## src/hw/rtl/etfp_pkg.sv

```systemverilog
// ----------------------------------------------------------------------------
// etfp_pkg
// Shared types, constants and fixed-point helpers of the escape-time pixel
// engine.
// ----------------------------------------------------------------------------
package etfp_pkg;

  localparam int unsigned PixW     = 10;
  localparam int unsigned CountW   = 16;
  localparam int unsigned DefImageWidth = 1024;
  localparam int unsigned DefMaxOrder   = 8;

  // Q4.28 constants
  localparam logic signed [63:0] QHalf    = 64'sd134217728;
  localparam logic signed [31:0] QOne     = 32'sd268435456;
  localparam logic signed [31:0] QQuarter = 32'sd67108864;

  // register indexes
  typedef enum logic [2:0] {
    CFG_LEFT_EDGE   = 3'd0,
    CFG_TOP_EDGE    = 3'd1,
    CFG_X_STEP      = 3'd2,
    CFG_Y_STEP      = 3'd3,
    CFG_MAX_ITER    = 3'd4,
    CFG_POWER_ORDER = 3'd5,
    CFG_BAILOUT_SQ  = 3'd6
  } cfg_idx_e;

  typedef struct packed {
    logic signed [31:0] left_edge;
    logic signed [31:0] top_edge;
    logic [30:0]        x_step;
    logic [30:0]        y_step;
    logic [15:0]        max_iter;
    logic [3:0]         power_order;
    logic [31:0]        bailout_sq;
  } cfg_t;

  // one point of the complex plane, passed from front to engine
  typedef struct packed {
    logic signed [31:0] cr;
    logic signed [31:0] ci;
  } point_t;

  // queue handshake towards the engine
  typedef struct packed {
    logic   empty;
    point_t head;
  } q_rd_t;

  typedef enum logic [3:0] {
    ST_IDLE,
    ST_CARD0,
    ST_CARD1,
    ST_CARD2,
    ST_CARD3,
    ST_CARD4,
    ST_MAG0,
    ST_MAG1,
    ST_MAG2,
    ST_C0,
    ST_C1,
    ST_C2,
    ST_C3,
    ST_C4,
    ST_DONE
  } eng_state_e;

  // round a Q8.56 product to Q8.28, ties upward
  function automatic logic signed [35:0] rnd_q(input logic signed [63:0] p);
    logic signed [63:0] t;
    t = p + QHalf;
    return t[63:28];
  endfunction

  // clamp to the signed 32-bit range
  function automatic logic signed [31:0] sat32(input logic signed [43:0] v);
    if (v > 44'sd2147483647) begin
      return 32'sh7FFF_FFFF;
    end else if (v < -44'sd2147483648) begin
      return 32'sh8000_0000;
    end
    return v[31:0];
  endfunction

  // clamp a magnitude to the unsigned 32-bit range
  function automatic logic [31:0] satu32(input logic signed [43:0] v);
    if (v < 44'sd0) begin
      return 32'h0;
    end else if (v > 44'sd4294967295) begin
      return 32'hFFFF_FFFF;
    end
    return v[31:0];
  endfunction

endpackage

```

## src/hw/rtl/etfp_queue.sv

```systemverilog
// ----------------------------------------------------------------------------
// etfp_queue
// Two-entry queue of plane points between the front and the engine.
// ----------------------------------------------------------------------------
module etfp_queue import etfp_pkg::*; (
  input  logic   clk_i,
  input  logic   rst_ni,
  input  logic   wr_i,
  input  point_t wr_data_i,
  output logic   full_o,
  input  logic   rd_i,
  output q_rd_t  rd_o
);

  point_t     mem_q [2];
  logic       wr_ptr_q, rd_ptr_q;
  logic [1:0] cnt_q;

  assign full_o     = cnt_q[1];
  assign rd_o.empty = (cnt_q == 2'd0);
  assign rd_o.head  = mem_q[rd_ptr_q];

  // store incoming points
  always_ff @(posedge clk_i) begin
    if (wr_i) begin
      mem_q[wr_ptr_q] <= wr_data_i;
    end
  end

  // advance pointers and fill count
  always_ff @(posedge clk_i or negedge rst_ni) begin
    if (!rst_ni) begin
      wr_ptr_q <= 1'b0;
      rd_ptr_q <= 1'b0;
      cnt_q    <= 2'd0;
    end else begin
      if (wr_i) wr_ptr_q <= ~wr_ptr_q;
      if (rd_i) rd_ptr_q <= ~rd_ptr_q;
      cnt_q <= cnt_q + {1'b0, wr_i} - {1'b0, rd_i};
    end
  end

endmodule

```

## config.mk

```make
export PLATFORM = sky130hd
export DESIGN_NAME = etfp_queue
export DESIGN_NICKNAME = d
export VERILOG_FILES = /design/src/hw/rtl/etfp_pkg.sv /design/src/hw/rtl/etfp_queue.sv
export SDC_FILE = /design/constraint.sdc
export NUM_CORES = 1
export LEC_CHECK = 0
export ABC_CLOCK_PERIOD_IN_PS = 4900
export BUFFER_PORTS_ARGS = -buffer_cell sky130_fd_sc_hd__buf_4
export CAP_MARGIN = 20
export CORE_AREA = 2 2 133 135
export CTS_BUF_LIST = sky130_fd_sc_hd__clkbuf_16
export DETAILED_ROUTE_END_ITERATION = 10
export DIE_AREA = 0 0 135 137
export PLACE_DENSITY_LB_ADDON = 0.08
export SLEW_MARGIN = 20
export SYNTH_ARGS = -nofsm -noshare
export SYNTH_HDL_FRONTEND = slang
export SYNTH_SLANG_ARGS = --single-unit
```

## constraint.sdc

```tcl
create_clock -name clk_i -period 4.9 [get_ports clk_i]
set_clock_uncertainty 0.1 [all_clocks]
set_input_delay 0.49 -clock clk_i [delete_from_list [all_inputs] [get_ports clk_i]]
set_output_delay 0.49 -clock clk_i [all_outputs]
set_load 0.02 [all_outputs]
```

### Word level (Yosys, flattened, before mapping)

Memories as Yosys holds them, arrays and structs flattened.
Cells that the tools add are included.

| storage, ports and cells | value |
|---|---|
| bits of input ports | 68 |
| flip-flop bits (word level) | 4 |
| bits in writable memories | 128 |
| output and inout port bits | 66 |
| memories kept | 1 |
| word-level logic and storage cells | 11 |

| operators by class | value |
|---|---|
| add/sub/neg operators | 2 |
| bitwise gates (word level) | 2 |
| muxes and demuxes | 2 |
| reduce and logical (&&, ||, !) cells | 1 |

Memory list:

| name | depth | width | read ports | clocked after Yosys merged registers in | wr ports | line | text |
|---|---|---|---|---|---|---|---|
| mem_q | 2 | 64 | 1 | 0 | 1 | etfp_queue.sv:15 | `point_t mem_q [2];` |

Operator list:

| operator | number |
|---|---|
| adder 2 x 1 -> 2 bit | 1 |
| logical NOT 2 bit | 1 |
| two-way mux 1 bit | 2 |
| NOT 1 bit | 2 |
| subtractor 2 x 1 -> 2 bit | 1 |

### Longest topological paths before layout

| logic depth | value |
|---|---|
| word-level depth | 2 |
| gate-level depth with buffers | 5 |
| mapped depth without buffers | 5 |

### Worst setup path before layout

OpenSTA, ideal clock, no wires.

| timing path | value |
|---|---|
| path type | input -> register |
| from | in wr_i |
| to | mem mem_q[0][0] (netlist bit), enable pin |
| slack | 1.002 ns |
| buffers on the path | 0 |
| library setup time | 0.494 ns |
| data required time | 4.306 ns |
| stages on the path | 1 |
| data arrival time | 3.304 ns |
| path through | nor2b_1 |

| on the way | value |
|---|---|
| word-level cells in the longest chain between the ends | 2 |

RTL lines:

| element | line | text |
|---|---|---|
| from (decl) | etfp_queue.sv:8 | `input logic wr_i,` |
| two-way mux 1 bit | etfp_queue.sv:25 | `if (wr_i) begin` |
| two-way mux 1 bit (implied by the code) | etfp_queue.sv:26 | `mem_q[wr_ptr_q] <= wr_data_i;` |
| to (decl) | etfp_queue.sv:15 |  |

No other way between the ends.

==> flow_summary.ini <==
[global_route]
grt_pass1_vias = 2707
grt_max_degree = 65
grt_pass1_wl_um = 14400
grt.total_usage = 0.107
antenna_found_initial = 0
overflow = 0

[synth]
synth_fa_ha_area_frac = 0.00499
yosysWarnings = 0
syn_nets = 283
synth_most_common_cell = edfxtp_1
ys_top_cells_by_count = 128 x edfxtp_1, 50 x mux2_4, 14 x mux2_2
synth_edf_count = 128
yosys_register_bits = 132
yosys.area.top_type_share = 0.766
synth-xor-area-share = 0.00823
synthMuxAreaShare = 0.181
synth.largest_area_cell = edfxtp_1
synth-compound-area-share = 0
seq_area_frac_synth = 0.786
synth.area.top_cells = edfxtp_1 77%, mux2_4 15%, mux2_2 3.1%
async_flop_share = 0.0303
synth_cells = 213
synth_cell_type_count = 13
synth-simple-area-share = 0.00324
yosys_most_used_dff = edfxtp_1
syn_area_per_cell_um2 = 23.5
synth_top_family_by_area = multiplexers
netlist_area_um2 = 5010

[sta]
hold_viol_final = 0
period_share = 0.616
fmax_mhz = 331
slew_headroom = 0.363
period_minus_slack_ns = 3.02
rsz0062_at_grt = no
fin_setup_tns_ns = 0
tightest_slew_ns = 0.956
setup_viol = 0
maxSlewViolCount = 0

[pwr]
seqPwrFrac = 0.398
p_leak_nw = 2.69
internal-power_mw = 2.89
power_switching_mw = 1.27
switching_share = 0.305
clkPwrFrac = 0.275
p_per_area_nw_per_um2 = 611
irDropWorstVdd_mv = 0.237
combPwrFrac = 0.327
power_mw = 4.16

[floorplanning]
rows = 48
start_util = 0.294
die-area_um2 = 18500
dieWidth_um = 135
die_h_um = 137
io_pins = 134
core_area_um2 = 17100

[cts]
cts_tree = yes
clock_latency_ns = 0.40
numCtsBuffers = 17
clk_path_buf_depth = 2
clk_pin_slew_ns = 0.06
ctsResizeCount = 0
cts_root_buffer = clkbuf_16
cts.sink_count = 132
cts.htree.levels = 4

[worst_setup_path]
critPathKind = register to output port
cp-end-kind = output port
startpoint = rd_ptr_q
required_ns = 4.31
rr_startpoint = wr_ptr_q
cp-start-kind = register
crit_end = rd_o[11]
critPathMaxFanout = 44
r2r_end = mem_q[0][27]
r2r_cells = 2
cp_data_arrival_time_ns = 2.43
regToRegSetupSlack_ns = 2.72

[routing]
dr.pass1.iters = 6
vias_per_cell = 4.10
post_drt_wl_per_cell_um = 16.0
vias = 2459
drtIter0Drc = 104
routed_wirelength_um = 9610
drtAntennaViolNets = 0
route.detailed.drc = 0

[finish]
nFillCells = 1604
area_growth_pct = 35.8
nNetsFinal = 432
design_area_um2 = 6810
antenna_cells = 0
layout-drive-gt1-share = 0.619

[placement]
place_area_um2 = 6260
gp_congestion = 0.638
hpwl_um = 5890
portBuffers = 133

[job]
drv_cap = 0

[run_status]
status = completed

[hold_path]
hold_class = primary input to register
==> layer usage <==
| metal | track usage | share of wire |
|---|---|---|
| met2 | 0.162 | 0.46 |
| met3 | 0.0522 | 0.094 |
| met5 | 0 | 0 |
| met4 | 0.0556 | 0.017 |
| met1 | 0.127 | 0.43 |
==> worst max-delay path: stages (launching register included) <==
cell	delay [ns]
dfrtp_4	0.96
buf_4	0.52
mux2_4	0.34
buf_4	0.16
==> per-stage QoR <==
step	utilization	instances	worst slack, ns	hold slack, ns
global route	0.399	600	1.75	0.138
detailed placement	0.367	567	2.26	0.191
finish	0.399	600	1.88	0.161
floorplan	-	213	1.00	0.0944
CTS	0.399	600	1.81	0.140
global placement	0.367	567	2.27	0.193
==> worst min path at each step <==
stage / cells past startpoint / slack, ns / startpoint / to
after CTS: 1 / 0.14 / wr_data_i[55] / mem_q[0][55]
final: 1 / 0.16 / wr_data_i[55] / mem_q[1][55]
after detailed placement: 1 / 0.19 / rst_ni / cnt_q[0]
after global routing: 1 / 0.14 / wr_data_i[18] / mem_q[0][18]
after floorplan: 0 / 0.09 / rst_ni / cnt_q[0]
after global placement: 1 / 0.19 / rst_ni / cnt_q[0]
==> cell type report <==
class                      instances  area, um^2  share of cell area
clock inverter                    15         118              0.0173
inverter                           2        7.51             0.00110
timing repair buffer             137        1030               0.151
clock buffer                      17         425              0.0625
multi-input combinational         72        1000               0.147
tap                              225         282              0.0413
sequential                       132        3950               0.580
==> state kept, by name, indices dropped and copies added, names as in the netlist <==
register  flops
cnt_q         2
rd_ptr_q      1
wr_ptr_q      1
mem_q       128
==> what timing repair did <==
item                                   4_1_cts  5_1_grt
setup endpoints to repair                    0        0
buffers inserted                             0        0
hold buffers                                 1        0
endpoints found under the hold margin        4        0
==> power by group through the flow <==
stage	clock, mW	sequential [mW]	combinational, mW
finish	1.14	1.66	1.36
global route	1.24	1.69	1.45
CTS	1.18	1.66	1.39
detailed placement	0	1.69	1.39
global placement	0	1.68	1.39
floorplan	0	1.59	0.981
==> layout by cell type, fill, tap and decap left out, drive strengths merged <==
cell type / Yosys / layout
ha: 2 / 2
clkinvlp: 0 / 4
clkinv: 0 / 10
dfrtp: 4 / 4
bufinv: 0 / 1
edfxtp: 128 / 128
xor3: 1 / 1
nor2: 1 / 1
xor2: 2 / 2
and2: 1 / 1
inv: 2 / 2
nor2b: 1 / 1
mux2: 64 / 64
clkbuf: 0 / 17
dlygate4sd3: 0 / 1
buf: 7 / 136
==> cell families after synthesis <==
logic type,count (synthesis)
XOR/XNOR,3
adder cells (fa/ha/maj),2
buffers and inverters,9
flip-flops,132
multiplexers,64
AND/OR/NAND/NOR,3
Power figures use the tool's default switching activity.
