**config.mk**
```make
export PLATFORM = sky130hd
export DESIGN_NAME = etfp_front
export DESIGN_NICKNAME = d
export VERILOG_FILES = /design/src/hw/rtl/etfp_pkg.sv /design/src/hw/rtl/etfp_front.sv
export SDC_FILE = /design/constraint.sdc
export NUM_CORES = 2
export LEC_CHECK = 0
export BUFFER_PORTS_ARGS = -buffer_cell sky130_fd_sc_hd__clkbuf_2
export CORE_UTILIZATION = 68
export DETAILED_ROUTE_END_ITERATION = 12
export PLACE_DENSITY_LB_ADDON = 0.1
export SETUP_SLACK_MARGIN = 0.02
export SYNTH_ARGS = -nofsm -noshare
export SYNTH_HDL_FRONTEND = slang
export SYNTH_SLANG_ARGS = --single-unit
```
**constraint.sdc**
```tcl
create_clock -name clk_i -period 11.87 [get_ports clk_i]
set_input_delay 0 -clock clk_i [delete_from_list [all_inputs] [get_ports clk_i]]
set_output_delay 0 -clock clk_i [all_outputs]
set_load 0.005 [all_outputs]
```
**src/hw/rtl/etfp_pkg.sv**
```systemverilog
// ----------------------------------------------------------------------------
// etfp_pkg
// Shared types, constants and fixed-point helpers of the escape-time pixel
// engine.
// ----------------------------------------------------------------------------
package etfp_pkg;

  localparam int unsigned PixW     = 10;
  localparam int unsigned CountW   = 16;
  localparam int unsigned DefImageWidth = 1024;
  localparam int unsigned DefMaxOrder   = 8;

  // Q4.28 constants
  localparam logic signed [63:0] QHalf    = 64'sd134217728;
  localparam logic signed [31:0] QOne     = 32'sd268435456;
  localparam logic signed [31:0] QQuarter = 32'sd67108864;

  // register indexes
  typedef enum logic [2:0] {
    CFG_LEFT_EDGE   = 3'd0,
    CFG_TOP_EDGE    = 3'd1,
    CFG_X_STEP      = 3'd2,
    CFG_Y_STEP      = 3'd3,
    CFG_MAX_ITER    = 3'd4,
    CFG_POWER_ORDER = 3'd5,
    CFG_BAILOUT_SQ  = 3'd6
  } cfg_idx_e;

  typedef struct packed {
    logic signed [31:0] left_edge;
    logic signed [31:0] top_edge;
    logic [30:0]        x_step;
    logic [30:0]        y_step;
    logic [15:0]        max_iter;
    logic [3:0]         power_order;
    logic [31:0]        bailout_sq;
  } cfg_t;

  // one point of the complex plane, passed from front to engine
  typedef struct packed {
    logic signed [31:0] cr;
    logic signed [31:0] ci;
  } point_t;

  // queue handshake towards the engine
  typedef struct packed {
    logic   empty;
    point_t head;
  } q_rd_t;

  typedef enum logic [3:0] {
    ST_IDLE,
    ST_CARD0,
    ST_CARD1,
    ST_CARD2,
    ST_CARD3,
    ST_CARD4,
    ST_MAG0,
    ST_MAG1,
    ST_MAG2,
    ST_C0,
    ST_C1,
    ST_C2,
    ST_C3,
    ST_C4,
    ST_DONE
  } eng_state_e;

  // round a Q8.56 product to Q8.28, ties upward
  function automatic logic signed [35:0] rnd_q(input logic signed [63:0] p);
    logic signed [63:0] t;
    t = p + QHalf;
    return t[63:28];
  endfunction

  // clamp to the signed 32-bit range
  function automatic logic signed [31:0] sat32(input logic signed [43:0] v);
    if (v > 44'sd2147483647) begin
      return 32'sh7FFF_FFFF;
    end else if (v < -44'sd2147483648) begin
      return 32'sh8000_0000;
    end
    return v[31:0];
  endfunction

  // clamp a magnitude to the unsigned 32-bit range
  function automatic logic [31:0] satu32(input logic signed [43:0] v);
    if (v < 44'sd0) begin
      return 32'h0;
    end else if (v > 44'sd4294967295) begin
      return 32'hFFFF_FFFF;
    end
    return v[31:0];
  endfunction

endpackage

```
**src/hw/rtl/etfp_front.sv**
```systemverilog
// ----------------------------------------------------------------------------
// etfp_front
// Clamps the pixel indexes and maps them onto the complex plane in two
// stages: products first, then offset and saturation.
// ----------------------------------------------------------------------------
module etfp_front import etfp_pkg::*; #(
  parameter int unsigned IMAGE_WIDTH = DefImageWidth
) (
  input  logic            clk_i,
  input  logic            rst_ni,
  input  cfg_t            cfg_i,
  input  logic            push_i,
  output logic            full_o,
  input  logic [PixW-1:0] row_i,
  input  logic [PixW-1:0] col_i,
  output logic            q_wr_o,
  output point_t          q_data_o,
  input  logic            q_full_i
);

  localparam int unsigned LastIdx = IMAGE_WIDTH - 1;

  logic [PixW-1:0] row_c, col_c;
  logic            v_q;
  logic [40:0]     px_q, py_q;
  logic            accept;

  // clamp indexes beyond the image
  always_comb begin
    row_c = row_i;
    col_c = col_i;
    if (32'(row_i) > LastIdx) row_c = PixW'(LastIdx);
    if (32'(col_i) > LastIdx) col_c = PixW'(LastIdx);
  end

  assign full_o = v_q && q_full_i;
  assign accept = push_i && !full_o;
  assign q_wr_o = v_q && !q_full_i;

  // form the offsets
  always_ff @(posedge clk_i) begin
    if (accept) begin
      px_q <= 41'(col_c) * 41'(cfg_i.x_step);
      py_q <= 41'(row_c) * 41'(cfg_i.y_step);
    end
  end

  always_ff @(posedge clk_i or negedge rst_ni) begin
    if (!rst_ni) begin
      v_q <= 1'b0;
    end else if (accept) begin
      v_q <= 1'b1;
    end else if (q_wr_o) begin
      v_q <= 1'b0;
    end
  end

  // add the view edges and saturate
  always_comb begin
    q_data_o.cr = sat32(44'(cfg_i.left_edge) + $signed({3'b0, px_q}));
    q_data_o.ci = sat32(44'(cfg_i.top_edge) - $signed({3'b0, py_q}));
  end

endmodule

```
### Yosys cells after proc, flatten, opt, wreduce, memory -nomap -nowiden

Cells that the tools add are included.

| storage, ports and cells | value |
|---|---|
| bits in registers | 83 |

| cells by class | value |
|---|---|
| reduce and logical (&&, ||, !) cells | 6 |
| muxes and demuxes | 12 |
| add/sub/neg operators | 2 |
| multiply operators | 2 |
| order comparisons | 4 |

Operator list:

| cell | number |
|---|---|
| two-way mux 32 bit | 6 |
| > comparator 43 x 32 -> 1 bit, second input constant | 2 |
| less-than comparator 43 x 32 -> 1 bit, second input constant | 2 |
| multiplier 10 x 31 -> 41 bit | 2 |
| adder 32 x 42 -> 43 bit | 1 |
| subtractor 32 x 42 -> 43 bit | 1 |
| two-way mux 1 bit | 6 |
| logical AND 1 bit | 3 |
| logical NOT 1 bit | 2 |
| nonzero test 2 bit | 1 |

### Longest topological paths before layout

| depth | value |
|---|---|
| word-level depth | 5 |
| depth in mapped cells | 25 |
| gate-level depth less buffers | 23 |

### Least setup slack after synthesis

OpenSTA, ideal clock, no wires.

| timing path | value |
|---|---|
| path kind | input to register |
| from | input row_i[1] |
| to | register py_q[38], data pin |
| cell stages on the path | 24 |
| arrival | 5.639 ns |
| path buffers | 1 |
| path slack | 5.965 ns |
| setup time | 0.265 ns |
| cell sequence | clkbuf_1 nand2_1 fa_1 inv_1 fa_1 inv_1 fa_1 inv_1 fa_1 inv_1 fa_1 inv_1 ha_1 o21ai_0 nand2b_1 a21oi_1 a311oi_1 nor2_1 o311a_1 or3_1 a41o_1 o21a_1 nor4bb_1 or3_1 |

| on the way | value |
|---|---|
| cells in the longest elaborated chain, start to end | 1 |

Ends and longest elaborated chain:

| item | line | source |
|---|---|---|
| from (decl) | etfp_front.sv:14 | `input logic [PixW-1:0] row_i,` |
| multiplier 10 x 31 -> 41 bit | etfp_front.sv:44 | `py_q <= 41'(row_c) * 41'(cfg_i.y_step);` |
| to (signal assigned) | etfp_front.sv:44 |  |
| to (decl) | etfp_front.sv:25 | `logic [40:0] px_q, py_q;` |

No other way between the ends.
A chain may end at the register's enable or synchronous reset.

### Final worst setup path

Ends and elaborated chain as after synthesis.

==> run summary <==
TritonCTS built the clock tree. At the placement stage, the worst setup path has a slack of 5.00 ns. The site row count came out at 72. The run gives 0 as the post-cts resize count. The tools report the overall track demand over capacity in global routing as 0.343. The number of placed instances, taps included is 3650, and the sum of net half-perimeters after detailed placement is 54900 um. The required arrival time at the worst endpoint is 11.95 ns.

Max-cap violations in this run came to 0. The run gives 40200 um^2 as the area enclosed by the die boundary. The logs give 0.729 for the share of the core filled with cells in the final layout and 7 for the first-pass detailed-route iteration total. VDD sags by at most 0.249 mV. The tools report the final cell count without fillers as 3672. Source of the worst hold timing path: cfg_i[83].

In this run the remaining antenna-violating nets after routing total 0. Tracing the worst setup path back leads to its startpoint at row_i[1]. The synthesized netlist cell count is 3068.

The tools report the startpoint of the worst-slack reg-to-reg timing path as v_q$_DFFE_PN0P_. The ratio of cells with drive above 1 in the final layout is 0.0816. STA classifies the critical path startpoint as a primary input.

The biggest cell delay along the critical path was 0.58 ns. The horizontal die dimension came out at 200 um. The run finished with clean final reports. Hold repair after CTS inserted 3 buffers.

The tools report the netlist area before placement as 26800 um^2. The dominant cell type by area after synthesis is sky130_fd_sc_hd__fa_1. Overall power consumption after layout is estimated at 8580 uW. Area share of the largest cell type after synthesis: 0.345. The number of nets in the synthesized netlist was 3968; the clock latency reported for the late side of the worst-skew pair was 0.34 ns. Of all nets on the critical path, the largest fanout is 31. The ratio of final minimum period to clock period works out to 0.556. Wire length of the first global-routing pass: 111000 um.

sky130_fd_sc_hd__inv_1 is the most common cell in the netlist. Setup repair after global routing left no endpoint under its margin. Type of the worst min-delay path: in2reg. The global route total overflow was 0. Count of routing violations after the opening detailed-route iteration: 1125. Setup slack on the critical path of the routed design comes to 5.27 ns. The number of max-slew violations in the final report came out at 0.

Counting the fill cells in the layout gives 2942. The tools report the endpoint kind of the worst setup timing path as a flop. In the synthesized netlist the dominant register cell turns out to be sky130_fd_sc_hd__edfxtp_1. A synthesized cell averages 8.73 um^2. Synthesis inferred 83 register bits. The top-level port count was 268. The number of clock sinks is 83, and the setup TNS after final layout is 0 ns. The clock arrives with 0.00990 ns of skew. The remaining max-slew budget at the tightest pin is 0.303. The clock tree root driver cell is sky130_fd_sc_hd__clkbuf_16. No sink is reached through more buffers than the 2 on the longest clock path. The number of port buffers was 215; the area of the core was 38700 um^2. For the via count of the first global-routing pass, the log shows 23000. The power density over the cells was 304 nW/um^2; the ratio of routed vias to standard cells was 5.92. The remaining routing DRC violations was 0. The clock edge transition at the registers on the reported setup and hold paths is 0.07 ns.

Entering global routing, the biggest net connects 83 pins. The worst setup path is of the in2reg kind. The tools report the number of antenna violations at the first check in global routing as 4. The die is 200 um tall. The post-synthesis async set-or-reset flop share is 0.0120, and the maximum achievable frequency is 152 MHz. Number of flops mapped to enable cells by yosys: 82.

Yosys attributes the largest share of cell area to sky130_fd_sc_hd__fa_1, sky130_fd_sc_hd__ha_1, sky130_fd_sc_hd__edfxtp_1. The count of endpoints failing hold in the final timing report was 0; the number of vias after detailed routing was 21700. The sum of routed wire length over all layers was 67100 um. For the worst setup path, the data arrival time is 6.68 ns. Routability-driven placement finished with a final weighted congestion of 0.964. At the pin with the least slew margin, the transition time is 1.05 ns.

The initial cell density of the core came out at 0.691. The analysis attributes to cell leakage a power of 0.0145 uW. Setup violations remaining at the end of the flow were counted as 0.

The number of warnings printed during yosys synthesis is 0. For the finished layout, the period the worst path requires is 6.60 ns. For the sequential cell area fraction in the yosys report, the log shows 0.0929.

The logs give 75 for the count of different cell masters after synthesis and 9 for the CTS buffer count. Traced cell by cell, the critical path runs through clkbuf_2 -> nand2_1 -> fa_1 -> inv_1 -> fa_1 -> inv_1 -> fa_1 -> inv_1 -> fa_1 -> inv_1 -> fa_1 -> inv_1 -> ha_1 -> o21ai_0 -> nand2b_1 -> a21oi_1 -> a311oi_1 -> nor2_1 -> o311a_1 -> or3_1 -> a41o_1 -> o21a_1 -> nor4bb_1 -> or3_1. The logs give 0 for the setup fix buffers added after clock tree synthesis and 4046 for the layout net count.

The average detailed-routed wire length per instance works out to 18.3 um. Compared with the post-synthesis result, the final layout area differs by 5.52%. The H-tree depth reported by CTS is 3. The largest individual stage delay along the critical path comes from the cell sky130_fd_sc_hd__clkbuf_2. Sorting the synthesized cells by how often they occur yields sky130_fd_sc_hd__inv_1, sky130_fd_sc_hd__fa_1, sky130_fd_sc_hd__nand2_1.
[power by group]
part	switching [uW]	internal, uW	total, uW
combinational	4500	2990	7490
sequential	57.3	758	816
clock	116	164	280
[cell families after synthesis]
group / synth area share
and+or+nand+nor: 0.182
adders and majority gates: 0.456
buffers and inverters: 0.0926
AOI/OAI and AO/OA: 0.130
xor gates and xnor gates: 0.0468
DFF: 0.0929
muxes: 0.000374
[final timing paths]
check | end | slack [ns] | cells past startpoint
worst max-delay path | py_q[38]$_DFFE_PP_ | 5.27 | 24
worst min-delay path | px_q[0]$_DFFE_PP_ | 0.1 | 2
worst max register to register | py_q[28]$_DFFE_PP_ | 9.97 | 3
worst min register to register | v_q$_DFFE_PN0P_ | 0.69 | 2
max in group asynchronous | v_q$_DFFE_PN0P_ | 11.28 | 3
min in group asynchronous | v_q$_DFFE_PN0P_ | 0.49 | 3
[cells in the final DEF (no fill, tap or decap), drive strengths merged, types with 14 or more instances in the layout]
master,netlist,routed
a211oi,22,22
o21bai,22,22
o21ai,107,107
nand3,31,31
o21a,35,35
nand4,14,14
inv,498,500
ha,236,236
nand2b,22,22
a21oi,148,148
nor2,80,80
clkbuf,137,224
and2,336,336
nor2b,19,19
nand2,376,376
edfxtp,82,82
nor3,24,24
and3,19,19
xor2,48,48
fa,462,462
xnor2,95,95
a21o,94,94
[per-stage QoR]
step	hold WS, ns	cell area [um^2]
final	0.0980	28200
after global routing	0.111	28200
after CTS	0.0853	28200
after detailed placement	-0.223	27900
after global placement	-0.225	27900
after floorplan	-0.296	26800
[cell type report]
| cell class | count | area, um^2 | area share |
|---|---|---|---|
| antenna | 3 | 7.51 | 0.000266 |
| clock inverter | 7 | 76.3 | 0.00270 |
| timing repair buffer | 220 | 1120 | 0.0397 |
| multi-input combinational | 2334 | 21800 | 0.772 |
| clock buffer | 9 | 225 | 0.00797 |
| sequential | 83 | 2490 | 0.0881 |
| tap | 518 | 648 | 0.0229 |
| inverter | 498 | 1870 | 0.0662 |
[sequential cells by signal, summed over array words and instances (netlist names)]
signal,count
px_q,41
py_q,41
v_q,1
[layer usage]
layer  track usage  vias to the layer above  part of all wire
met5             0                        -           0.00018
met3        0.0360                      198             0.055
li1              -                     9969                 -
met1         0.398                    10800              0.36
met4         0.174                        2             0.052
met2         0.627                      798              0.53
[worst max-delay path: cells and delay by family]
family | cells | cell delay, ns
fa+ha+maj | 6 | 2.94
compound gates | 6 | 1.52
simple gates | 6 | 1.36
buf+inv | 6 | 0.84
(Power assumes the default switching activity.)
