File: src/hw/rtl/etfp_pkg.sv
// ----------------------------------------------------------------------------
// etfp_pkg
// Shared types, constants and fixed-point helpers of the escape-time pixel
// engine.
// ----------------------------------------------------------------------------
package etfp_pkg;

  localparam int unsigned PixW     = 10;
  localparam int unsigned CountW   = 16;
  localparam int unsigned DefImageWidth = 1024;
  localparam int unsigned DefMaxOrder   = 8;

  // Q4.28 constants
  localparam logic signed [63:0] QHalf    = 64'sd134217728;
  localparam logic signed [31:0] QOne     = 32'sd268435456;
  localparam logic signed [31:0] QQuarter = 32'sd67108864;

  // register indexes
  typedef enum logic [2:0] {
    CFG_LEFT_EDGE   = 3'd0,
    CFG_TOP_EDGE    = 3'd1,
    CFG_X_STEP      = 3'd2,
    CFG_Y_STEP      = 3'd3,
    CFG_MAX_ITER    = 3'd4,
    CFG_POWER_ORDER = 3'd5,
    CFG_BAILOUT_SQ  = 3'd6
  } cfg_idx_e;

  typedef struct packed {
    logic signed [31:0] left_edge;
    logic signed [31:0] top_edge;
    logic [30:0]        x_step;
    logic [30:0]        y_step;
    logic [15:0]        max_iter;
    logic [3:0]         power_order;
    logic [31:0]        bailout_sq;
  } cfg_t;

  // one point of the complex plane, passed from front to engine
  typedef struct packed {
    logic signed [31:0] cr;
    logic signed [31:0] ci;
  } point_t;

  // queue handshake towards the engine
  typedef struct packed {
    logic   empty;
    point_t head;
  } q_rd_t;

  typedef enum logic [3:0] {
    ST_IDLE,
    ST_CARD0,
    ST_CARD1,
    ST_CARD2,
    ST_CARD3,
    ST_CARD4,
    ST_MAG0,
    ST_MAG1,
    ST_MAG2,
    ST_C0,
    ST_C1,
    ST_C2,
    ST_C3,
    ST_C4,
    ST_DONE
  } eng_state_e;

  // round a Q8.56 product to Q8.28, ties upward
  function automatic logic signed [35:0] rnd_q(input logic signed [63:0] p);
    logic signed [63:0] t;
    t = p + QHalf;
    return t[63:28];
  endfunction

  // clamp to the signed 32-bit range
  function automatic logic signed [31:0] sat32(input logic signed [43:0] v);
    if (v > 44'sd2147483647) begin
      return 32'sh7FFF_FFFF;
    end else if (v < -44'sd2147483648) begin
      return 32'sh8000_0000;
    end
    return v[31:0];
  endfunction

  // clamp a magnitude to the unsigned 32-bit range
  function automatic logic [31:0] satu32(input logic signed [43:0] v);
    if (v < 44'sd0) begin
      return 32'h0;
    end else if (v > 44'sd4294967295) begin
      return 32'hFFFF_FFFF;
    end
    return v[31:0];
  endfunction

endpackage

File: src/hw/rtl/etfp_engine.sv
// ----------------------------------------------------------------------------
// etfp_engine
// Iterates z = z^order + c for one point at a time on a single shared
// 32x32 multiplier, with the cardioid shortcut for order two, and holds the
// result until it is taken.
// ----------------------------------------------------------------------------
module etfp_engine import etfp_pkg::*; #(
  parameter int unsigned MAX_ORDER = DefMaxOrder
) (
  input  logic              clk_i,
  input  logic              rst_ni,
  input  cfg_t              cfg_i,
  input  q_rd_t             q_i,
  output logic              q_rd_o,
  output logic              empty_o,
  input  logic              pop_i,
  output logic [CountW-1:0] count_o,
  output logic              inside_o,
  output logic [31:0]       mag_o
);

  localparam int unsigned OrdW = $clog2(MAX_ORDER + 1);

  eng_state_e state_q, state_d;

  logic signed [31:0] cr_q, ci_q, zr_q, zi_q, wr_q, wi_q, tre_q, q_q;
  logic signed [31:0] cr_d, ci_d, zr_d, zi_d, wr_d, wi_d, tre_d, q_d;
  logic signed [35:0] acc_q, acc_d;
  logic [CountW-1:0]  k_q, k_d;
  logic [OrdW-1:0]    e_q, e_d;
  logic [31:0]        mag_q, mag_d;
  logic signed [63:0] prod_q;
  logic signed [31:0] op_a, op_b, xq;
  logic signed [35:0] r;
  logic signed [31:0] ni;
  logic [OrdW-1:0]    eff_ord;
  logic               near;

  logic               res_v_q;
  logic [CountW-1:0]  res_cnt_q;
  logic               res_in_q;
  logic [31:0]        res_mag_q;
  logic               res_load;

  // clamp the order to its supported range
  always_comb begin
    if (cfg_i.power_order < 4'd2) begin
      eff_ord = OrdW'(2);
    end else if (32'(cfg_i.power_order) > MAX_ORDER) begin
      eff_ord = OrdW'(MAX_ORDER);
    end else begin
      eff_ord = OrdW'(cfg_i.power_order);
    end
  end

  assign xq   = cr_q - QQuarter;
  assign r    = rnd_q(prod_q);
  assign near = (cr_q <= QOne) && (cr_q >= -QOne) && (ci_q <= QOne) && (ci_q >= -QOne);
  assign ni   = sat32(44'(acc_q) + 44'(r));

  // pick multiplier operands
  always_comb begin
    op_a = '0;
    op_b = '0;
    unique case (state_q)
      ST_CARD0: begin op_a = ci_q; op_b = ci_q;      end
      ST_CARD1: begin op_a = xq;   op_b = xq;        end
      ST_CARD3: begin op_a = q_q;  op_b = q_q + xq;  end
      ST_MAG0:  begin op_a = zr_q; op_b = zr_q;      end
      ST_MAG1:  begin op_a = zi_q; op_b = zi_q;      end
      ST_C0:    begin op_a = wr_q; op_b = zr_q;      end
      ST_C1:    begin op_a = wi_q; op_b = zi_q;      end
      ST_C2:    begin op_a = wr_q; op_b = zi_q;      end
      ST_C3:    begin op_a = wi_q; op_b = zr_q;      end
      default:  begin op_a = '0;   op_b = '0;        end
    endcase
  end

  always_ff @(posedge clk_i) begin
    prod_q <= op_a * op_b;
  end

  // sequence the iteration
  always_comb begin
    state_d  = state_q;
    cr_d = cr_q;  ci_d = ci_q;
    zr_d = zr_q;  zi_d = zi_q;
    wr_d = wr_q;  wi_d = wi_q;
    tre_d = tre_q; q_d = q_q;
    acc_d = acc_q;
    k_d = k_q;
    e_d = e_q;
    mag_d = mag_q;
    q_rd_o = 1'b0;
    res_load = 1'b0;
    unique case (state_q)
      ST_IDLE: begin
        if (!q_i.empty) begin
          q_rd_o = 1'b1;
          cr_d = q_i.head.cr;  ci_d = q_i.head.ci;
          zr_d = q_i.head.cr;  zi_d = q_i.head.ci;
          k_d  = '0;
          state_d = ST_CARD0;
        end
      end
      ST_CARD0: begin
        state_d = (eff_ord == OrdW'(2) && near) ? ST_CARD1 : ST_MAG0;
      end
      ST_CARD1: begin
        acc_d = r;
        state_d = ST_CARD2;
      end
      ST_CARD2: begin
        q_d = 32'(r + acc_q);
        state_d = ST_CARD3;
      end
      ST_CARD3: state_d = ST_CARD4;
      ST_CARD4: begin
        // signed compare: the product term goes negative near the cusp
        if ($signed({r, 2'b00}) <= 38'(acc_q)) k_d = cfg_i.max_iter;
        state_d = ST_MAG0;
      end
      ST_MAG0: state_d = ST_MAG1;
      ST_MAG1: begin
        acc_d = r;
        state_d = ST_MAG2;
      end
      ST_MAG2: begin
        mag_d = satu32(44'(acc_q) + 44'(r));
        if (k_q < cfg_i.max_iter && mag_d < cfg_i.bailout_sq) begin
          wr_d = zr_q;  wi_d = zi_q;
          e_d = OrdW'(1);
          state_d = ST_C0;
        end else begin
          state_d = ST_DONE;
        end
      end
      ST_C0: state_d = ST_C1;
      ST_C1: begin
        acc_d = r;
        state_d = ST_C2;
      end
      ST_C2: begin
        tre_d = sat32(44'(acc_q) - 44'(r));
        state_d = ST_C3;
      end
      ST_C3: begin
        acc_d = r;
        state_d = ST_C4;
      end
      ST_C4: begin
        if (e_q + OrdW'(1) < eff_ord) begin
          wr_d = tre_q;  wi_d = ni;
          e_d = e_q + OrdW'(1);
          state_d = ST_C0;
        end else begin
          zr_d = sat32(44'(tre_q) + 44'(cr_q));
          zi_d = sat32(44'(ni) + 44'(ci_q));
          k_d  = k_q + CountW'(1);
          state_d = ST_MAG0;
        end
      end
      ST_DONE: begin
        if (!res_v_q || pop_i) begin
          res_load = 1'b1;
          state_d = ST_IDLE;
        end
      end
      default: state_d = ST_IDLE;
    endcase
  end

  always_ff @(posedge clk_i or negedge rst_ni) begin
    if (!rst_ni) begin
      state_q <= ST_IDLE;
    end else begin
      state_q <= state_d;
    end
  end

  // hold the working point
  always_ff @(posedge clk_i) begin
    cr_q <= cr_d;  ci_q <= ci_d;
    zr_q <= zr_d;  zi_q <= zi_d;
    wr_q <= wr_d;  wi_q <= wi_d;
    tre_q <= tre_d; q_q <= q_d;
    acc_q <= acc_d;
    k_q <= k_d;
    e_q <= e_d;
    mag_q <= mag_d;
  end

  // result register
  always_ff @(posedge clk_i or negedge rst_ni) begin
    if (!rst_ni) begin
      res_v_q <= 1'b0;
    end else if (res_load) begin
      res_v_q <= 1'b1;
    end else if (pop_i) begin
      res_v_q <= 1'b0;
    end
  end

  always_ff @(posedge clk_i) begin
    if (res_load) begin
      res_cnt_q <= k_q;
      res_in_q  <= (k_q == cfg_i.max_iter);
      res_mag_q <= mag_q;
    end
  end

  assign empty_o  = !res_v_q;
  assign count_o  = res_cnt_q;
  assign inside_o = res_in_q;
  assign mag_o    = res_mag_q;

  // a waiting point is always taken up
  a_take: assert property (@(posedge clk_i) disable iff (!rst_ni)
    state_q == ST_IDLE && !q_i.empty |=> state_q == ST_CARD0)
    else $error("engine left a queued point waiting");

  // the count never passes the limit
  a_count: assert property (@(posedge clk_i) disable iff (!rst_ni)
    state_q != ST_IDLE |-> k_q <= cfg_i.max_iter)
    else $error("iteration count beyond limit");

  // the inside flag tracks the count
  a_inside: assert property (@(posedge clk_i) disable iff (!rst_ni)
    res_load |=> res_in_q == (res_cnt_q == cfg_i.max_iter))
    else $error("inside flag disagrees with count");

  // a finished result never overwrites one still waiting
  a_nolose: assert property (@(posedge clk_i) disable iff (!rst_ni)
    res_load |-> !res_v_q || pop_i)
    else $error("result overwritten");

endmodule
File: config.mk
export PLATFORM = sky130hd
export DESIGN_NAME = etfp_engine
export DESIGN_NICKNAME = d
export VERILOG_FILES = /design/src/hw/rtl/etfp_pkg.sv /design/src/hw/rtl/etfp_engine.sv
export SDC_FILE = /design/constraint.sdc
export NUM_CORES = 2
export LEC_CHECK = 0
export ABC_AREA = 1
export CAP_MARGIN = 40
export CORE_ASPECT_RATIO = 1.25
export CORE_MARGIN = 3
export CORE_UTILIZATION = 60
export DETAILED_ROUTE_END_ITERATION = 10
export DONT_BUFFER_PORTS = 1
export GPL_TIMING_DRIVEN = 0
export PLACE_DENSITY = 0.76
export SLEW_MARGIN = 0
export SYNTH_ARGS = -nofsm -noshare
export SYNTH_HDL_FRONTEND = slang
export SYNTH_SLANG_ARGS = --single-unit
export TNS_END_PERCENT = 100
File: constraint.sdc
create_clock -name clk_i -period 11.17 [get_ports clk_i]
set_clock_uncertainty 0.05 [all_clocks]
set_input_delay 2.234 -clock clk_i [delete_from_list [all_inputs] [get_ports clk_i]]
set_output_delay 2.234 -clock clk_i [all_outputs]
set_load 0.01 [all_outputs]
# == After elaboration in Yosys (flattened, before gate mapping) ==
# Index checks and enable logic that the tools add are counted.
# totals
regBits,462
inputBits,246
out_inout_bits,51
elab_cells,161
# op_classes
add_sub_neg,10
mul,1
order_cmp,20
n_eq_ne,22
n_mux,67
bitwise_logic,1
n_reduce_logical,22
# ops
cell,count
2-to-1 mux 32 bit,24
case mux 32 bit (2 select lines),4
case mux 32 bit (7 select lines),1
case mux 32 bit (5 select lines),1
> comparator 37 x 32 -> 1 bit (second input constant),2
< comparator 37 x 32 -> 1 bit (second input constant),2
adder 32 x 32 -> 33 bit,2
> comparator 33 x 32 -> 1 bit (second input constant),2
< comparator 33 x 32 -> 1 bit (second input constant),2
adder 32 bit,2
adder 64 x 29 -> 64 bit (second input constant),1
>= comparator 32 x 29 -> 1 bit (second input constant),2
less-or-equal comparator 32 x 30 -> 1 bit (second input constant),2
multiplier 32 x 32 -> 64 bit,1
case mux 4 bit (15 select lines),1
2-to-1 mux 16 bit,3
case mux 16 bit (3 select lines),1
less-or-equal comparator 38 x 36 -> 1 bit,1
adder 36 x 36 -> 37 bit,1
> comparator 37 x 33 -> 1 bit (second input constant),1
< comparator 37 x 1 -> 1 bit (second input constant),1
subtractor 36 x 36 -> 37 bit,1
< comparator 32 bit,1
subtractor 32 x 28 -> 32 bit (second input constant),1
other kinds (29),83

# == Logic depth before layout (Yosys ltp) ==
# depth
word_depth,15
mapped_depth,55

# == Worst setup path after synthesis ==
# Ideal clock, no wire load.
# synth_path
path_type,register -> register
start,register prod_q[27]
end,"register e_q[0], enable pin"
setup_time_ns,0.516
arrival_ns,8.649
setup_slack_ns,1.955
path_stages_with_launch,34
n_path_buf,2
period_less_slack_ns,9.215
cell_sequence,dfxtp_1 -> ha_1 -> nand3_1 -> nor3_1 -> inv_1 -> nor2_1 -> nand2_1 -> nor4_1 -> nand4_1 -> nor3_1 -> xor2_1 -> inv_1 -> ha_1 -> clkbuf_1 -> nand2_1 -> nor2_1 -> inv_1 -> nor3_1 -> nand4_1 -> nand3_1 -> nand2_1 -> nand2_1 -> inv_2 -> nor2_1 -> clkbuf_1 -> a21oi_1 -> ha_1 -> a21oi_1 -> nor2_1 -> a211oi_1 -> o221ai_1 -> a211oi_1 -> nand2_1 -> a21oi_1
# synth_via
elab_chain_len,12
word_cells_on_any_way,14
cone_classes,2 x add/sub; 3 x order compare; 1 x eq/ne; 6 x mux; 2 x reduce/logical
# synth_lines
element,line_no,source
"start, declared",etfp_engine.sv:32,logic signed [63:0] prod_q;
"start signal, assigned",etfp_engine.sv:80,prod_q <= op_a * op_b;
adder 64 x 29 -> 64 bit *,etfp_pkg.sv:72,t = p + QHalf;
named net r[29],etfp_engine.sv:34,logic signed [35:0] r;
adder 36 x 36 -> 37 bit *,etfp_engine.sv:129,mag_d = satu32(44'(acc_q) + 44'(r));
> comparator 37 x 33 -> 1 bit,etfp_pkg.sv:90,end else if (v > 44'sd4294967295) begin
2-to-1 mux 1 bit,etfp_pkg.sv:90,
2-to-1 mux 1 bit,etfp_pkg.sv:88,if (v < 44'sd0) begin
2-to-1 mux 1 bit,etfp_engine.sv:96,unique case (state_q)
2-to-1 mux 32 bit *,etfp_pkg.sv:93,return v[31:0];
2-to-1 mux 32 bit *,etfp_engine.sv:96,
< comparator 32 bit *,etfp_engine.sv:130,if (k_q < cfg_i.max_iter && mag_d < cfg_i.bailout_sq) begin
logical AND 1 bit *,etfp_engine.sv:130,
inequality test 2 bit (no source line) *,--,
AND reduction 3 bit (no source line) *,--,
"end signal, assigned",etfp_engine.sv:189,e_q <= e_d;
"end, declared",etfp_engine.sv:30,"logic [OrdW-1:0] e_q, e_d;"
# Mark *: on every way through the listed nets, which the timed path passes. The rest lies on a longest branch. The select of a mux whose other input is x is not followed.
# A chain may end at the register's enable or synchronous reset.

# == Final worst setup path ==
# layout_path
start,register state_q[1]
end,register prod_q[61]
# layout_via
elab_chain_len,4
word_cells_on_any_way,16
cone_classes,1 x mul; 9 x eq/ne; 2 x mux; 4 x reduce/logical
# layout_lines
element,line_no,source
"start, declared",etfp_engine.sv:24,"eng_state_e state_q, state_d;"
"start signal, assigned",etfp_engine.sv:177,state_q <= state_d;
equality test 4 bit or equality test 4 x 3 -> 1 bit (tied branches),etfp_engine.sv:65,unique case (state_q)
OR reduction 3 bit (no source line) or OR reduction 2 bit (tied branches),--,
case mux 32 bit (5 select lines) or case mux 32 bit (7 select lines) (tied branches),etfp_engine.sv:65,
multiplier 32 x 32 -> 64 bit *,etfp_engine.sv:80,
# Mark *: on every way between the ends. The rest lies on a longest branch, timed or not.

==> summary.md <==
| Metric | Value |
|---|---|
| Filler Cell Count | `9466` |
| Tightest Pin Transition | `1070 ps` |
| Clk_lat worst skew | `630 ps` |
| Fin worst setup slack | `-156 ps` |
| Final WL | `268000 µm` |
| Leading cell type in the layout, fill and taps excluded | `inv_1` |
| Overflow after GRT | `0` |
| 1st-iter DRT viols | `6548` |
| Top FF cell, synth | `edfxtp_1` |
| Tmin final | `11330 ps` |
| Row cnt | `135` |
| Crit-path leading delay family | `adder cells` |
| Delay of the slowest critical-path stage | `860 ps` |
| CP endpoint kind | `flip-flop` |
| CTS buffer count | `42` |
| Reg clk slew, reported paths | `80 ps` |
| Initial antenna violation count | `17` |
| Core area | `109000 µm²` |
| Worst path slowest cell | `and2_1` |
| YS warnings | `0` |
| Share of layout cells above drive strength 1 | `0.0519` |
| Global-route wire length before repair | `390000 µm` |
| Seq cells post-synth | `435` |
| ANT nets after route | `0` |
| Hold Crit Class | `reg -> reg` |
| Status | `complete, but fails checks` |
| DRC | `0` |
| CTS sink cnt | `435` |
| P&R area growth vs syn | `7.76%` |
| Failing checks | `setup timing` |
| Crit share post-route | `1.01` |
| EDFF count, synth | `393` |
| Cell seen most often among critical-path stages | `fa_1` |
| Setup CP Type | `reg -> reg` |
| Sequential area share after synthesis | `0.192` |
| Max-cap violations | `0` |
| Place WS | `-443 ps` |
| Final HPWL DP | `221000 µm` |
| Total number of vias | `58.3k` |
| Mean post-synth cell area | `8.34 µm²` |
| Worst path arrival time | `11800 ps` |
| Final Hold Fails | `0` |
| Port Buffer Count | `0` |
| Largest net degree at the start of global routing | `34` |
| Layout Utilization | `0.653` |
| DR WL/cell | `28.0 µm` |
| Number of library cell types mapped by synthesis | `71` |
| Area of the multi-input gates | `45700 µm²` |
| Max Buffers Root-to-Sink | `3` |
| Syn_nets | `9674` |
| Clock Root Buffer | `clkbuf_16` |
| TNS Setup | `-509 ps` |
| Starting Density | `0.606` |
| DIE WIDTH | `303 µm` |
| Most frequent cells in the layout | `inv_1, nand2_1, fa_1` |
| CP startpoint kind | `flip-flop` |
| Pins over their slew limit | `0` |
| Vias per cell | `6.10` |
| CP required | `11650 ps` |
| WP buf/inv | `8` |
| Cells after Synth | `7904` |
| Die Area | `114000 µm²` |
| Synth async-reset ratio | `0.0115` |
| Final-stage net count | `9832` |
| CTS tree | `built` |
| Gpl congestion | `1.16` |
| Crit-path max FO | `10` |
| Syn Std Cell Area | `66000 µm²` |
| Max Fclk | `0.0883 GHz` |
| Slew Limit Headroom | `0.287` |
| IO Count | `297` |
| Final setup viols | `8` |
| Vias in the first global route | `59.9k` |
| Reg area | `12700 µm²` |
| H-tree depth | `2` |
| GR Util All Layers | `0.480` |
| Chip Height | `377 µm` |
| DRT Pass-1 Iters | `9` |
[registers in the layout, summed over array words and instances (netlist names)]
register	count
wr_q	32
k_q	16
cr_q	32
prod_q	37
acc_q	36
zi_q	32
count_o	16
ci_q	32
tre_q	32
mag_o	32
res_v_q	1
q_q	32
inside_o	1
zr_q	32
mag_q	32
state_q	4
e_q	4
wi_q	32
[layer usage]
metal	GRT usage	routed length, µm	vias to the layer above
met3	0.147	29900	1402
met1	0.524	85100	28341
met4	0.451	33000	10
li1	-	-	24643
met5	0.00649	100	-
met2	0.740	119000	3920
[per-stage QoR]
step / instance area (µm²) / hold WS (ps) / instances
after floorplan: 66000 / 350 / 7904
after global placement: 67800 / 352 / 9342
after detailed placement: 69000 / 357 / 9429
after CTS: 70500 / 361 / 9504
after global routing: 71000 / 368 / 9534
final: 71100 / 364 / 9557
[cell type report]
type,instances,share of cell area
Clock buffer,45,0.0149
Antenna cell,26,0.000915
Sequential cell,435,0.178
Clock inverter,30,0.00556
Multi-Input combinational cell,5396,0.643
Inverter,1812,0.0960
Timing Repair Buffer,117,0.0202
Buffer,258,0.0159
Tap cell,1438,0.0253
[Yosys cell counts, types with 29 or more instances]
| library cell | instances | area share |
|---|---|---|
| nor3_1 | 59 | 0.0045 |
| buf_2 | 36 | 0.0027 |
| inv_1 | 1772 | 0.10 |
| a221oi_1 | 50 | 0.0066 |
| a31oi_1 | 29 | 0.0028 |
| nand3_1 | 137 | 0.010 |
| nand2_1 | 1718 | 0.098 |
| a21oi_1 | 479 | 0.036 |
| fa_1 | 1087 | 0.33 |
| o21ai_1 | 43 | 0.0033 |
| clkbuf_1 | 198 | 0.011 |
| nand4_1 | 54 | 0.0051 |
| edfxtp_1 | 393 | 0.18 |
| ha_1 | 437 | 0.083 |
| dfxtp_1 | 37 | 0.011 |
| xnor2_1 | 40 | 0.0053 |
| o21ai_0 | 220 | 0.017 |
| nor4_1 | 32 | 0.0030 |
| o22ai_1 | 29 | 0.0028 |
| xor2_1 | 145 | 0.019 |
| nor2_1 | 614 | 0.035 |
[repair_timing]
item	in CTS	in global routing
hold buffers	0	0
buffers inserted	0	12
pin swaps	0	4
gates cloned	0	0
endpoints found under the setup margin	24	67
gates resized for setup	14	119
[final timing paths]
| kind | cells after the start | endpoint | slack (ps) | from |
|---|---|---|---|---|
| worst max-delay path | 32 | prod_q[61] | -160 | state_q[1] |
| worst min-delay path | 0 | mag_o[9] | 360 | mag_q[9] |
| worst max register to register | 32 | prod_q[61] | -160 | state_q[1] |
| worst min register to register | 0 | mag_o[9] | 360 | mag_q[9] |
| max in group asynchronous | 0 | state_q[0] | 9760 | rst_ni |
| min in group asynchronous | 0 | res_v_q | 1240 | rst_ni |
[worst register-to-register path: cells and delay by family, from the launching register on]
kind,cells,cell delay (ps)
flops,1,450
simple gates,8,2060
compound gates,6,1660
xor+xnor,1,150
fa+ha+maj,9,4660
buf+inv,8,2180
[kinds of logic after synthesis]
group	after synthesis	synth area share
AND/OR/NAND/NOR	2694	0.165
buffers and inverters	2073	0.120
adder cells (fa/ha/maj)	1524	0.413
AO/OA/AOI/OAI	993	0.0864
flip-flops	435	0.192
XOR/XNOR	185	0.0246
Power is not shown: default switching activity piles up to over one toggle a cycle in this logic, so the estimate is an artifact.
